[config.mk]
export PLATFORM = sky130hd
export DESIGN_NAME = xml_text_entity_decoder_unit
export DESIGN_NICKNAME = d
export VERILOG_FILES = /design/src/hw/rtl/xted_pkg.sv /design/src/hw/rtl/xted_ctrl.sv /design/src/hw/rtl/xted_datapath.sv /design/src/hw/rtl/xml_text_entity_decoder_unit.sv
export VERILOG_INCLUDE_DIRS = /design/src /design/src/hw/rtl
export SDC_FILE = /design/constraint.sdc
export NUM_CORES = 1
export LEC_CHECK = 0
export ABC_AREA = 1
export CORE_ASPECT_RATIO = 0.8
export CORE_MARGIN = 2
export CORE_UTILIZATION = 55
export DETAILED_ROUTE_END_ITERATION = 8
export DONT_BUFFER_PORTS = 1
export PLACE_DENSITY = 0.77
export SLEW_MARGIN = 20
export SYNTH_ARGS = -nofsm -noshare
export SYNTH_HDL_FRONTEND = slang
export SYNTH_SLANG_ARGS = --single-unit
[constraint.sdc]
create_clock -name clk -period 9.8 [get_ports clk]
set_clock_uncertainty 0.15 [all_clocks]
set_input_delay 0.98 -clock clk [delete_from_list [all_inputs] [get_ports clk]]
set_output_delay 0.98 -clock clk [all_outputs]
set_load 0.01 [all_outputs]
[src/hw/rtl/xml_text_entity_decoder_unit_defines.svh]
// ----------------------------------------------------------------------------
// XML text entity decoder: assertion macros
// Shared concurrent check forms, sampled on clk and held off during reset.
// ----------------------------------------------------------------------------
`ifndef XML_TEXT_ENTITY_DECODER_UNIT_DEFINES_SVH
`define XML_TEXT_ENTITY_DECODER_UNIT_DEFINES_SVH

// Property holds at every edge outside reset.
`define XTED_ASSERT(lbl, prop, msg) \
  lbl: assert property (@(posedge clk) disable iff (rst) prop) else $error(msg);

// Consequent holds in the cycle after the antecedent.
`define XTED_ASSERT_NEXT(lbl, ante, cons, msg) \
  lbl: assert property (@(posedge clk) disable iff (rst) ante |=> cons) else $error(msg);

`endif

[src/hw/rtl/xted_pkg.sv]
// ----------------------------------------------------------------------------
// XML text entity decoder package
// Sizes, character codes and the command/status bundles between controller
// and datapath.
// ----------------------------------------------------------------------------
package xted_pkg;

  localparam int WINDOW_BYTES = 8;
  localparam int CNT_W        = $clog2(WINDOW_BYTES + 1);
  localparam int IDX_W        = $clog2(WINDOW_BYTES);
  localparam int CODE_W       = 21;

  localparam logic [7:0] CH_AMP  = 8'h26;
  localparam logic [7:0] CH_SEMI = 8'h3B;
  localparam logic [7:0] CH_HASH = 8'h23;
  localparam logic [7:0] CH_X    = 8'h78;

  typedef enum logic [2:0] {
    ST_IDLE,
    ST_RUN,
    ST_NUM,
    ST_CODE,
    ST_RAW
  } state_t;

  typedef enum logic [1:0] {
    POP_NONE,
    POP_ONE,
    POP_PREFIX,
    POP_REF
  } pop_t;

  typedef enum logic [2:0] {
    PUT_NONE,
    PUT_HEAD,
    PUT_NAMED,
    PUT_BAD,
    PUT_CODE
  } put_t;

  typedef struct packed {
    logic load;
    pop_t pop;
    put_t put;
    logic cont_load;
    logic cont_dec;
    logic num_start;
    logic num_step;
    logic code_step;
    logic raw_start;
    logic raw_step;
    logic flush;
    logic eot;
  } cmd_t;

  typedef struct packed {
    logic empty;
    logic cont_busy;
    logic lead;
    logic amp;
    logic semi;
    logic full;
    logic len_ok;
    logic numeric;
    logic named;
    logic rem_one;
    logic num_bad;
    logic code_none;
    logic code_last;
    logic put_ok;
    logic flush_ok;
    logic hold_v;
  } stat_t;

endpackage

[src/hw/rtl/xted_ctrl.sv]
// ----------------------------------------------------------------------------
// XML text entity decoder: controller
// Walks the pending window one action per cycle while the output does not stall it, and sequences references.
// ----------------------------------------------------------------------------
module xted_ctrl import xted_pkg::*; (
  input  logic  clk,
  input  logic  rst,
  input  logic  s_tvalid,
  input  logic  s_tlast,
  output logic  s_tready,
  input  stat_t st,
  output cmd_t  cmd
);

  state_t state, state_next;
  logic   eot;
  logic   finish;

  always_ff @(posedge clk) begin
    if (rst) begin
      state <= ST_IDLE;
      eot   <= 1'b0;
    end else begin
      state <= state_next;
      if (state == ST_IDLE && s_tvalid) begin
        eot <= s_tlast;
      end
    end
  end

  // nothing left to do for this item: empty window, or an '&' still waiting
  assign finish = st.empty ||
                  (st.amp && !st.cont_busy && !st.lead && !st.semi && !st.full && !eot);

  always_comb begin
    state_next = state;
    cmd        = '0;
    cmd.eot    = eot;
    s_tready   = (state == ST_IDLE) && !rst;
    case (state)
      ST_IDLE: begin
        if (s_tvalid && s_tready) begin
          cmd.load   = 1'b1;
          state_next = ST_RUN;
        end
      end
      ST_RUN: begin
        if (finish) begin
          if (!eot && !st.hold_v) begin
            state_next = ST_IDLE;
          end else if (st.flush_ok) begin
            cmd.flush  = 1'b1;
            state_next = ST_IDLE;
          end
        end else if (st.cont_busy || st.lead || !st.amp) begin
          if (st.put_ok) begin
            cmd.put       = PUT_HEAD;
            cmd.pop       = POP_ONE;
            cmd.cont_dec  = st.cont_busy;
            cmd.cont_load = !st.cont_busy && st.lead;
          end
        end else if (!st.semi || !st.len_ok) begin
          cmd.pop = POP_ONE;
        end else if (st.numeric) begin
          cmd.num_start = 1'b1;
          cmd.pop       = POP_PREFIX;
          state_next    = ST_NUM;
        end else if (st.named) begin
          if (st.put_ok) begin
            cmd.put = PUT_NAMED;
            cmd.pop = POP_REF;
          end
        end else begin
          cmd.raw_start = 1'b1;
          state_next    = ST_RAW;
        end
      end
      ST_NUM: begin
        if (!st.rem_one) begin
          cmd.num_step = 1'b1;
          cmd.pop      = POP_ONE;
        end else if (!st.num_bad) begin
          cmd.pop    = POP_ONE;
          state_next = ST_CODE;
        end else if (st.put_ok) begin
          cmd.pop    = POP_ONE;
          cmd.put    = PUT_BAD;
          state_next = ST_RUN;
        end
      end
      ST_CODE: begin
        if (st.code_none) begin
          state_next = ST_RUN;
        end else if (st.put_ok) begin
          cmd.put       = PUT_CODE;
          cmd.code_step = 1'b1;
          if (st.code_last) begin
            state_next = ST_RUN;
          end
        end
      end
      ST_RAW: begin
        if (st.put_ok) begin
          cmd.put      = PUT_HEAD;
          cmd.pop      = POP_ONE;
          cmd.raw_step = 1'b1;
          if (st.rem_one) begin
            state_next = ST_RUN;
          end
        end
      end
      default: begin
        state_next = ST_IDLE;
      end
    endcase
  end

endmodule

[src/hw/rtl/xted_datapath.sv]
// ----------------------------------------------------------------------------
// XML text entity decoder: datapath
// Pending window, reference scan, numeric accumulator, UTF-8 encoder and the
// hold/output registers that mark the last result of each item.
// ----------------------------------------------------------------------------
`include "xml_text_entity_decoder_unit_defines.svh"

module xted_datapath import xted_pkg::*; (
  input  logic       clk,
  input  logic       rst,
  input  logic       utf8_mode,
  input  logic [3:0] min_entity_len,
  input  logic [7:0] in_byte,
  input  cmd_t       cmd,
  output stat_t      st,
  input  logic       m_tready,
  output logic       m_tvalid,
  output logic [7:0] m_tdata,
  output logic       m_tlast,
  output logic [2:0] m_tuser
);

  localparam int NAME_CMP = (WINDOW_BYTES < 6) ? WINDOW_BYTES : 6;
  localparam logic [7:0] NAME_TXT [5][6] = '{
    '{8'h26, 8'h61, 8'h6D, 8'h70, 8'h3B, 8'h00},
    '{8'h26, 8'h6C, 8'h74, 8'h3B, 8'h00, 8'h00},
    '{8'h26, 8'h67, 8'h74, 8'h3B, 8'h00, 8'h00},
    '{8'h26, 8'h71, 8'h75, 8'h6F, 8'h74, 8'h3B},
    '{8'h26, 8'h61, 8'h70, 8'h6F, 8'h73, 8'h3B}
  };
  localparam logic [3:0] NAME_LEN [5] = '{4'd5, 4'd4, 4'd4, 4'd6, 4'd6};
  localparam logic [7:0] NAME_CHR [5] = '{8'h26, 8'h3C, 8'h3E, 8'h22, 8'h27};

  logic [7:0]       pend [WINDOW_BYTES];
  logic [7:0]       pend_sh [WINDOW_BYTES];
  logic [CNT_W-1:0] count;
  logic [1:0]       cont;
  logic [CNT_W-1:0] rem;
  logic             is_hex, got_digit, bad_digit, stop;
  logic [CODE_W-1:0] code;
  logic             big;
  logic [1:0]       idx;

  logic             hold_v, hold_bv, hold_bad;
  logic [7:0]       hold_byte;
  logic             out_v, out_bv, out_last, out_done, out_bad;
  logic [7:0]       out_byte;

  logic [7:0]       head;
  logic             semi;
  logic [CNT_W-1:0] semi_pos, ref_len, pop_n;
  logic [1:0]       lead_amt;
  logic             numeric, hex_ref, named;
  logic [7:0]       named_chr;
  logic             dec_ok, hex_ok;
  logic [3:0]       dig_val, hex_val;
  logic [CODE_W+3:0] acc_dec, acc_hex;
  logic [2:0]       code_n, pos;
  logic [CODE_W-1:0] code_sh;
  logic [7:0]       code_byte;
  logic [7:0]       put_byte;
  logic             put_bv, put_bad, put_active;
  logic             put_ok, flush_ok;

  assign head = pend[0];

  // first ';' after the head among the held bytes
  always_comb begin
    semi     = 1'b0;
    semi_pos = '0;
    for (int i = WINDOW_BYTES - 1; i >= 1; i--) begin
      if (CNT_W'(i) < count && pend[i] == CH_SEMI) begin
        semi     = 1'b1;
        semi_pos = CNT_W'(i);
      end
    end
  end
  assign ref_len = semi_pos + CNT_W'(1);

  always_comb begin
    if (head >= 8'hC2 && head <= 8'hDF) begin
      lead_amt = 2'd1;
    end else if (head >= 8'hE0 && head <= 8'hEF) begin
      lead_amt = 2'd2;
    end else if (head >= 8'hF0 && head <= 8'hF4) begin
      lead_amt = 2'd3;
    end else begin
      lead_amt = 2'd0;
    end
  end

  assign numeric = (int'(ref_len) >= 3) && (pend[1] == CH_HASH);
  assign hex_ref = numeric && (int'(ref_len) >= 4) && (pend[2] == CH_X);

  always_comb begin
    logic eq;
    named     = 1'b0;
    named_chr = 8'h00;
    for (int k = 0; k < 5; k++) begin
      eq = (int'(ref_len) == int'(NAME_LEN[k]));
      for (int j = 0; j < NAME_CMP; j++) begin
        if (j < int'(NAME_LEN[k]) && pend[j] != NAME_TXT[k][j]) begin
          eq = 1'b0;
        end
      end
      if (eq && !named) begin
        named     = 1'b1;
        named_chr = NAME_CHR[k];
      end
    end
  end

  // digit decode of the head byte
  always_comb begin
    dec_ok  = (head >= 8'h30 && head <= 8'h39);
    dig_val = head[3:0];
    hex_ok  = 1'b1;
    if (head >= 8'h30 && head <= 8'h39) begin
      hex_val = head[3:0];
    end else if ((head >= 8'h61 && head <= 8'h66) || (head >= 8'h41 && head <= 8'h46)) begin
      hex_val = head[3:0] + 4'd9;
    end else begin
      hex_ok  = 1'b0;
      hex_val = 4'd0;
    end
  end

  assign acc_dec = {1'b0, code, 3'b000} + {3'b000, code, 1'b0} +
                   {{CODE_W{1'b0}}, dig_val};
  assign acc_hex = {code, hex_val};

  // UTF-8 length of the accumulated code point (one byte when utf8_mode is off); zero when it overflows 21 bits
  always_comb begin
    if (!utf8_mode) begin
      code_n = 3'd1;
    end else if (big) begin
      code_n = 3'd0;
    end else if (code < CODE_W'('h80)) begin
      code_n = 3'd1;
    end else if (code < CODE_W'('h800)) begin
      code_n = 3'd2;
    end else if (code < CODE_W'('h10000)) begin
      code_n = 3'd3;
    end else begin
      code_n = 3'd4;
    end
  end

  assign pos = code_n - 3'd1 - {1'b0, idx};

  always_comb begin
    case (pos[1:0])
      2'd0:    code_sh = code;
      2'd1:    code_sh = code >> 6;
      2'd2:    code_sh = code >> 12;
      2'd3:    code_sh = code >> 18;
      default: code_sh = code;
    endcase
    if (code_n == 3'd1) begin
      code_byte = code[7:0];
    end else if (idx == 2'd0) begin
      case (code_n)
        3'd2:    code_byte = 8'hC0 | code_sh[7:0];
        3'd3:    code_byte = 8'hE0 | code_sh[7:0];
        default: code_byte = 8'hF0 | code_sh[7:0];
      endcase
    end else begin
      code_byte = {2'b10, code_sh[5:0]};
    end
  end

  always_comb begin
    case (cmd.pop)
      POP_NONE:   pop_n = '0;
      POP_ONE:    pop_n = CNT_W'(1);
      POP_PREFIX: pop_n = hex_ref ? CNT_W'(3) : CNT_W'(2);
      POP_REF:    pop_n = ref_len;
      default:    pop_n = '0;
    endcase
    for (int i = 0; i < WINDOW_BYTES; i++) begin
      if (i + int'(pop_n) < WINDOW_BYTES) begin
        pend_sh[i] = pend[IDX_W'(i + int'(pop_n))];
      end else begin
        pend_sh[i] = pend[i];
      end
    end
  end

  always_comb begin
    put_byte = 8'h00;
    put_bv   = 1'b1;
    put_bad  = 1'b0;
    case (cmd.put)
      PUT_NONE:  put_bv = 1'b0;
      PUT_HEAD:  put_byte = head;
      PUT_NAMED: put_byte = named_chr;
      PUT_BAD: begin
        put_bv  = 1'b0;
        put_bad = 1'b1;
      end
      PUT_CODE:  put_byte = code_byte;
      default:   put_bv = 1'b0;
    endcase
  end

  assign put_active = (cmd.put != PUT_NONE);
  assign put_ok     = !hold_v || !out_v || m_tready;
  assign flush_ok   = !out_v || m_tready;

  // pending window
  always_ff @(posedge clk) begin
    if (rst) begin
      count <= '0;
    end else if (cmd.load) begin
      if (count < CNT_W'(WINDOW_BYTES)) begin
        count <= count + CNT_W'(1);
      end
    end else if (cmd.flush && cmd.eot) begin
      count <= '0;
    end else if (cmd.pop != POP_NONE) begin
      count <= (pop_n >= count) ? '0 : count - pop_n;
    end
  end

  always_ff @(posedge clk) begin
    if (cmd.load) begin
      if (count < CNT_W'(WINDOW_BYTES)) begin
        pend[count[IDX_W-1:0]] <= in_byte;
      end
    end else if (cmd.pop != POP_NONE) begin
      pend <= pend_sh;
    end
  end

  always_ff @(posedge clk) begin
    if (rst) begin
      cont <= 2'd0;
    end else if (cmd.flush && cmd.eot) begin
      cont <= 2'd0;
    end else if (cmd.cont_load) begin
      cont <= lead_amt;
    end else if (cmd.cont_dec) begin
      cont <= cont - 2'd1;
    end
  end

  // reference sequencing registers
  always_ff @(posedge clk) begin
    if (cmd.num_start) begin
      rem       <= ref_len - (hex_ref ? CNT_W'(3) : CNT_W'(2));
      is_hex    <= hex_ref;
      got_digit <= 1'b0;
      bad_digit <= 1'b0;
      stop      <= 1'b0;
      code      <= '0;
      big       <= 1'b0;
      idx       <= 2'd0;
    end else if (cmd.num_step) begin
      rem <= rem - CNT_W'(1);
      if (!is_hex) begin
        if (dec_ok) begin
          code      <= acc_dec[CODE_W-1:0];
          big       <= big | (|acc_dec[CODE_W+3:CODE_W]);
          got_digit <= 1'b1;
        end else begin
          bad_digit <= 1'b1;
        end
      end else if (!stop) begin
        if (hex_ok) begin
          code      <= acc_hex[CODE_W-1:0];
          big       <= big | (|acc_hex[CODE_W+3:CODE_W]);
          got_digit <= 1'b1;
        end else begin
          stop <= 1'b1;
        end
      end
    end else if (cmd.raw_start) begin
      rem <= ref_len;
    end else if (cmd.raw_step) begin
      rem <= rem - CNT_W'(1);
    end else if (cmd.code_step) begin
      idx <= idx + 2'd1;
    end
  end

  // one-deep hold so the last result of an item can be marked
  always_ff @(posedge clk) begin
    if (rst) begin
      hold_v <= 1'b0;
      out_v  <= 1'b0;
    end else begin
      if (put_active) begin
        hold_v <= 1'b1;
      end else if (cmd.flush) begin
        hold_v <= 1'b0;
      end
      if ((put_active && hold_v) || cmd.flush) begin
        out_v <= 1'b1;
      end else if (m_tready) begin
        out_v <= 1'b0;
      end
    end
  end

  always_ff @(posedge clk) begin
    if (put_active) begin
      hold_byte <= put_byte;
      hold_bv   <= put_bv;
      hold_bad  <= put_bad;
      if (hold_v) begin
        out_byte <= hold_byte;
        out_bv   <= hold_bv;
        out_bad  <= hold_bad;
        out_last <= 1'b0;
        out_done <= 1'b0;
      end
    end else if (cmd.flush) begin
      out_last <= 1'b1;
      out_done <= cmd.eot;
      if (hold_v) begin
        out_byte <= hold_byte;
        out_bv   <= hold_bv;
        out_bad  <= hold_bad;
      end else begin
        out_byte <= 8'h00;
        out_bv   <= 1'b0;
        out_bad  <= 1'b0;
      end
    end
  end

  assign m_tvalid = out_v;
  assign m_tdata  = out_byte;
  assign m_tlast  = out_last;
  assign m_tuser  = {out_bad, out_done, out_bv};

  always_comb begin
    st           = '0;
    st.empty     = (count == '0);
    st.cont_busy = (cont != 2'd0);
    st.lead      = utf8_mode && (lead_amt != 2'd0);
    st.amp       = (head == CH_AMP);
    st.semi      = semi;
    st.full      = (count >= CNT_W'(WINDOW_BYTES));
    st.len_ok    = int'(ref_len) >= int'(min_entity_len);
    st.numeric   = numeric;
    st.named     = named;
    st.rem_one   = (rem == CNT_W'(1));
    st.num_bad   = bad_digit || !got_digit;
    st.code_none = (code_n == 3'd0);
    st.code_last = ({1'b0, idx} == code_n - 3'd1);
    st.put_ok    = put_ok;
    st.flush_ok  = flush_ok;
    st.hold_v    = hold_v;
  end

  `XTED_ASSERT(a_put_room, (put_active && hold_v) |-> (!out_v || m_tready), "hold spill")
  `XTED_ASSERT(a_count_range, count <= CNT_W'(WINDOW_BYTES), "pending count past window")
  `XTED_ASSERT(a_done_last, (out_v && out_done) |-> out_last, "text end without item end")
  `XTED_ASSERT_NEXT(a_flush_out, cmd.flush, (out_v && out_last), "flush without last result")

endmodule

[src/hw/rtl/xml_text_entity_decoder_unit.sv]
// ----------------------------------------------------------------------------
// XML text entity decoder unit
// Decodes XML character text byte by byte: named and numeric references,
// UTF-8 lead/continuation pass-through, raw pass of unknown references.
//
//   channel   dir  handshake          payload
//   s_*       in   s_tvalid/s_tready  s_tdata = data_byte, s_tlast = end_of_text
//   m_*       out  m_tvalid/m_tready  m_tdata = out_byte, m_tlast = run_last,
//                                     m_tuser = byte_valid, text_done, bad_reference
//   apb       in   psel/penable       0x0 utf8_mode, 0x4 min_entity_len
//
// An item is handled as an accept step, a step for each window byte handled
// (plain, lead, continuation, dropped '&', whole named reference), a start
// step and a step for each byte of a raw reference, for a numeric reference
// a step to strip the prefix, a step for each remaining byte and a step for
// each encoded byte (an empty step if nothing encodes, none if malformed),
// and a closing step, in the single controller sequence over the window.
// Reset is synchronous; the window starts empty with no continuation open.
// Results stall in a one-deep hold plus the output register when m_tready
// is low; a new item is taken while the last result still waits.
// ----------------------------------------------------------------------------
module xml_text_entity_decoder_unit import xted_pkg::*; (
  input  logic        clk,
  input  logic        rst,
  input  logic        s_tvalid,
  output logic        s_tready,
  input  logic [7:0]  s_tdata,   // [7:0] data_byte
  input  logic        s_tlast,
  output logic        m_tvalid,
  input  logic        m_tready,
  output logic [7:0]  m_tdata,   // [7:0] out_byte
  output logic        m_tlast,
  output logic [2:0]  m_tuser,   // [0] byte_valid, [1] text_done, [2] bad_reference
  input  logic        psel,
  input  logic        penable,
  input  logic        pwrite,
  input  logic [2:0]  paddr,
  input  logic [31:0] pwdata,
  output logic [31:0] prdata,
  output logic        pready
);

  logic       utf8_mode;
  logic [3:0] min_entity_len;
  cmd_t       cmd;
  stat_t      st;

  assign pready = 1'b1;

  always_ff @(posedge clk) begin
    if (rst) begin
      utf8_mode      <= 1'b1;
      min_entity_len <= 4'd3;
    end else if (psel && penable && pwrite) begin
      if (!paddr[2]) begin
        utf8_mode <= pwdata[0];
      end else begin
        min_entity_len <= pwdata[3:0];
      end
    end
  end

  assign prdata = paddr[2] ? {28'd0, min_entity_len} : {31'd0, utf8_mode};

  xted_ctrl u_ctrl (
    .clk      (clk),
    .rst      (rst),
    .s_tvalid (s_tvalid),
    .s_tlast  (s_tlast),
    .s_tready (s_tready),
    .st       (st),
    .cmd      (cmd)
  );

  xted_datapath u_datapath (
    .clk            (clk),
    .rst            (rst),
    .utf8_mode      (utf8_mode),
    .min_entity_len (min_entity_len),
    .in_byte        (s_tdata),
    .cmd            (cmd),
    .st             (st),
    .m_tready       (m_tready),
    .m_tvalid       (m_tvalid),
    .m_tdata        (m_tdata),
    .m_tlast        (m_tlast),
    .m_tuser        (m_tuser)
  );

endmodule
==> insert_results.sql <==
INSERT INTO impl_metrics (metric_group, metric, value, unit) VALUES
('grt', 'wire_length_of_the_first_global_routing_pass', '62880', 'um'),
('worst_setup_path', 'cp_data_required_time', '9840', 'ps'),
('clocking', 'postCtsResizedCells', '0', ''),
('drt', 'post_drt_via_cell_ratio', '6.092', ''),
('synth', 'ys_async_sr_fraction', '0', '%'),
('worst_setup_path', 'critical-path-max-stage-delay', '670', 'ps'),
('grt', 'globalRouteOverflowTotal', '0', ''),
('final_layout', 'commonest_non_fill_non_tap_cell_in_the_layout', 'nand3_1', ''),
('clocking', 'clk_transition_reported_paths', '70', 'ps'),
('clocking', 'clk_latency', '450', 'ps'),
('grt', 'grt.total_usage', '35.84', '%'),
('synth', 'yosysSeqAreaShare', '29.52', '%'),
('drt', 'drtAntennaViolNets', '0', ''),
('worst_setup_path', 'worstSetupEndpointType', 'flip-flop', ''),
('final_layout', 'syn_to_final_growth', '4.979', '%'),
('status', 'status', 'finished clean', ''),
('clocking', 'cts_made_buffers', '17', ''),
('power_and_ir_drop', 'cellPowerDensity', '370.7', 'mW/mm2'),
('floorplanning', 'chipWidth', '170.8', 'um'),
('sta', 'unrepaired_setup_endpoints_after_global_routing', 'no', ''),
('clocking', 'cts.path.max_buffers', '2', ''),
('synth', 'ys_ff_latch', '135', ''),
('floorplanning', 'floorplan.die.height', '137.4', 'um'),
('grt', 'via_count_of_the_first_global_routing_pass', '11216', ''),
('final_layout', 'nNetsFinal', '1911', ''),
('clocking', 'numClockSinks', '135', ''),
('power_and_ir_drop', 'ir_drop', '0.0002650', 'V'),
('synth', 'ys_warn_count', '0', ''),
('place', 'dp_hpwl', '31020', 'um'),
('clocking', 'cts-hold-fix-buffers', '0', ''),
('worst_setup_path', 'critPathSlowestCell', 'dfxtp_1', ''),
('final_layout', 'total_inserted_antenna_cells', '0', ''),
('sta', 'hold_violations', '0', ''),
('synth', 'synth-edff-count', '91', ''),
('final_layout', 'most-common-layout-cells', '407 x nand3_1, 393 x nand2_1, 217 x inv_1', ''),
('worst_setup_path', 'most_repeated_library_cell_on_the_critical_path', 'nand2_1', ''),
('place', 'gp_routability_congestion', '0.9939', ''),
('drt', 'routed_wirelength_normalized_by_instance_count', '19.72', 'um'),
('synth', 'synthesis.area', '0.01224', 'mm2'),
('drt', 'detailedRoute.firstPassIterationCount', '6', ''),
('clocking', 'clockRootBuffer', 'clkbuf_16', ''),
('sta', 'tightest_slew_margin_relative_to_the_limit', '16.77', '%'),
('clocking', 'postCtsSetupRepairBufs', '0', ''),
('worst_setup_path', 'critical_path_peak_fanout', '68', ''),
('worst_setup_path', 'startpoint_type', 'flip-flop', ''),
('sta', 'max_clock_freq', '0.1282', 'GHz'),
('final_layout', 'final_core_utilization', '59.26', '%'),
('sta', 'fin_crit_share', '79.60', '%'),
('drt', 'detail_route.wirelength', '41320', 'um'),
('sta', 'finalSetupTns', '0', 'ps'),
('final_layout', 'share_of_cells_above_drive_strength_1', '5.515', '%'),
('synth', 'synth_flop_cell', 'edfxtp_1', ''),
('grt', 'pin_count_of_the_biggest_net_entering_global_routing', '80', ''),
('synth', 'synthesis.instances', '1819', ''),
('final_layout', 'fillerInstances', '2046', ''),
('final_layout', 'final_cell_count_no_fill', '2095', ''),
('run', 'max_cap_viol_count', '0', ''),
('floorplanning', 'floorplan_core_area', '0.02168', 'mm2'),
('place', 'place_inst', '2063', ''),
('worst_setup_path', 'crit_arrival', '7840', 'ps'),
('sta', 'worst-slew-pin-transition', '1244', 'ps'),
('sta', 'setup_viol', '0', ''),
('floorplanning', 'design.die.area', '0.02347', 'mm2'),
('floorplanning', 'pin_count', '98', ''),
('clocking', 'cts_tree', 'done', ''),
('floorplanning', 'placement_rows', '48', ''),
('drt', 'first_iter_violations', '1889', ''),
('synth', 'synth.distinct_cells', '60', ''),
('grt', 'antenna_found_initial', '2', ''),
('sta', 'fin_crit', '7801', 'ps'),
('place', 'numPortBuffers', '0', ''),
('floorplanning', 'start_util', '56.45', '%'),
('synth', 'synthesis.area_per_instance', '6.729', 'um2'),
('drt', 'drc', '0', ''),
('worst_setup_path', 'worst_setup_path_type', 'flip-flop to flip-flop', ''),
('power_and_ir_drop', 'power_leakage', '6.136', 'nW'),
('worst_hold_path', 'hp-class', 'flip-flop to flip-flop', ''),
('drt', 'via_total_after_detailed_routing', '12763', ''),
('clocking', 'cts_max_level', '4', ''),
('sta', 'report.final.slew_viol_count', '0', '');
[synth_stat cells (10+ instances only)]
cell type / n / share of area, %
a21oi_1: 76 / 3.1
nor3_1: 33 / 1.3
o21ai_0: 68 / 2.8
nor2_1: 139 / 4.3
xor2_1: 13 / 0.93
a22oi_1: 10 / 0.61
nand2_1: 393 / 12
buf_2: 24 / 0.98
nand4_1: 15 / 0.77
inv_2: 11 / 0.34
o211ai_1: 12 / 0.74
xnor2_1: 13 / 0.93
clkbuf_1: 19 / 0.58
inv_1: 217 / 6.7
ha_1: 75 / 7.7
buf_4: 48 / 2.9
edfxtp_1: 91 / 22
nor4_1: 10 / 0.51
nand2_2: 10 / 0.51
dfxtp_1: 44 / 7.2
nand3_1: 407 / 17
[path summary, 6_finish.rpt]
check | cells after the start | slack [ps] | to | start
worst min-delay path | 2 | 310 | u_datapath.got_digit | u_datapath.got_digit
worst min register to register | 2 | 310 | u_datapath.got_digit | u_datapath.got_digit
worst max register to register | 33 | 2000 | u_datapath.pend[39] | u_datapath.count[3]
worst max-delay path | 33 | 2000 | u_datapath.pend[39] | u_datapath.count[3]
[routing by layer]
layer  GRT usage (%)  share of wire [%]
met3           14.22                 16
met5               0              0.031
met1           51.07                 42
met4           11.97                3.0
met2           48.76                 39
[cell families (layout without fill, tap and decap cells)]
kind of cell	after synthesis	after routing	synth area share [%]
AND/OR/NAND/NOR	1040	1040	38.49
buffers and inverters	329	277	12.11
AO/OA/AOI/OAI	209	209	9.794
flip-flops	135	135	29.52
adder cells (fa/ha/maj)	78	78	8.158
XOR/XNOR	26	26	1.861
other	2	30	0.06136
[where the power goes]
group          internal (mW)  switching (mW)  leakage [nW]
registers               1.03           0.220          1.23
clock network          0.366           0.300         0.292
logic                  0.835            2.02          4.61
total                   2.23            2.54          6.14
[critical path, delay by kind of cell, from the launching register on]
kind	cells	cell delay, ps
flops	1	670
simple gates	19	3500
buf+inv	7	1850
compound gates	4	450
fa+ha+maj	3	800
[flip-flops by register name, indices dropped and copies added, names as in the netlist, 2 cells and up]
name                  flops
u_datapath.m_tdata        8
min_entity_len            4
u_datapath.head           8
u_datapath.code          21
u_datapath.pend          56
u_datapath.cont           2
u_datapath.count          4
u_ctrl.state              3
u_datapath.hold_byte      8
u_datapath.rem            4
u_datapath.idx            2
[metrics by stage]
step	setup slack [ps]	hold slack (ps)	cell area (um2)	power, mW
after detailed placement	2470	294.3	12240	3.961
after CTS	2434	304.8	12850	4.634
after global routing	1797	358.8	12850	5.081
after floorplan	4307	282.4	12340	3.219
final	1999	308.0	12850	4.763
after global placement	2594	292.9	12240	3.899
[final cells by class]
cell class	instances	area, um2	share of cell area, %
clock buffer	17	425.4	3.311
inverter	231	869.6	6.768
clock inverter	15	185.2	1.441
sequential	135	3613	28.12
multi-input combinational	1383	7274	56.62
timing repair buffer	14	105.1	0.8180
tap	300	375.4	2.921
(Power assumes the default switching activity.)
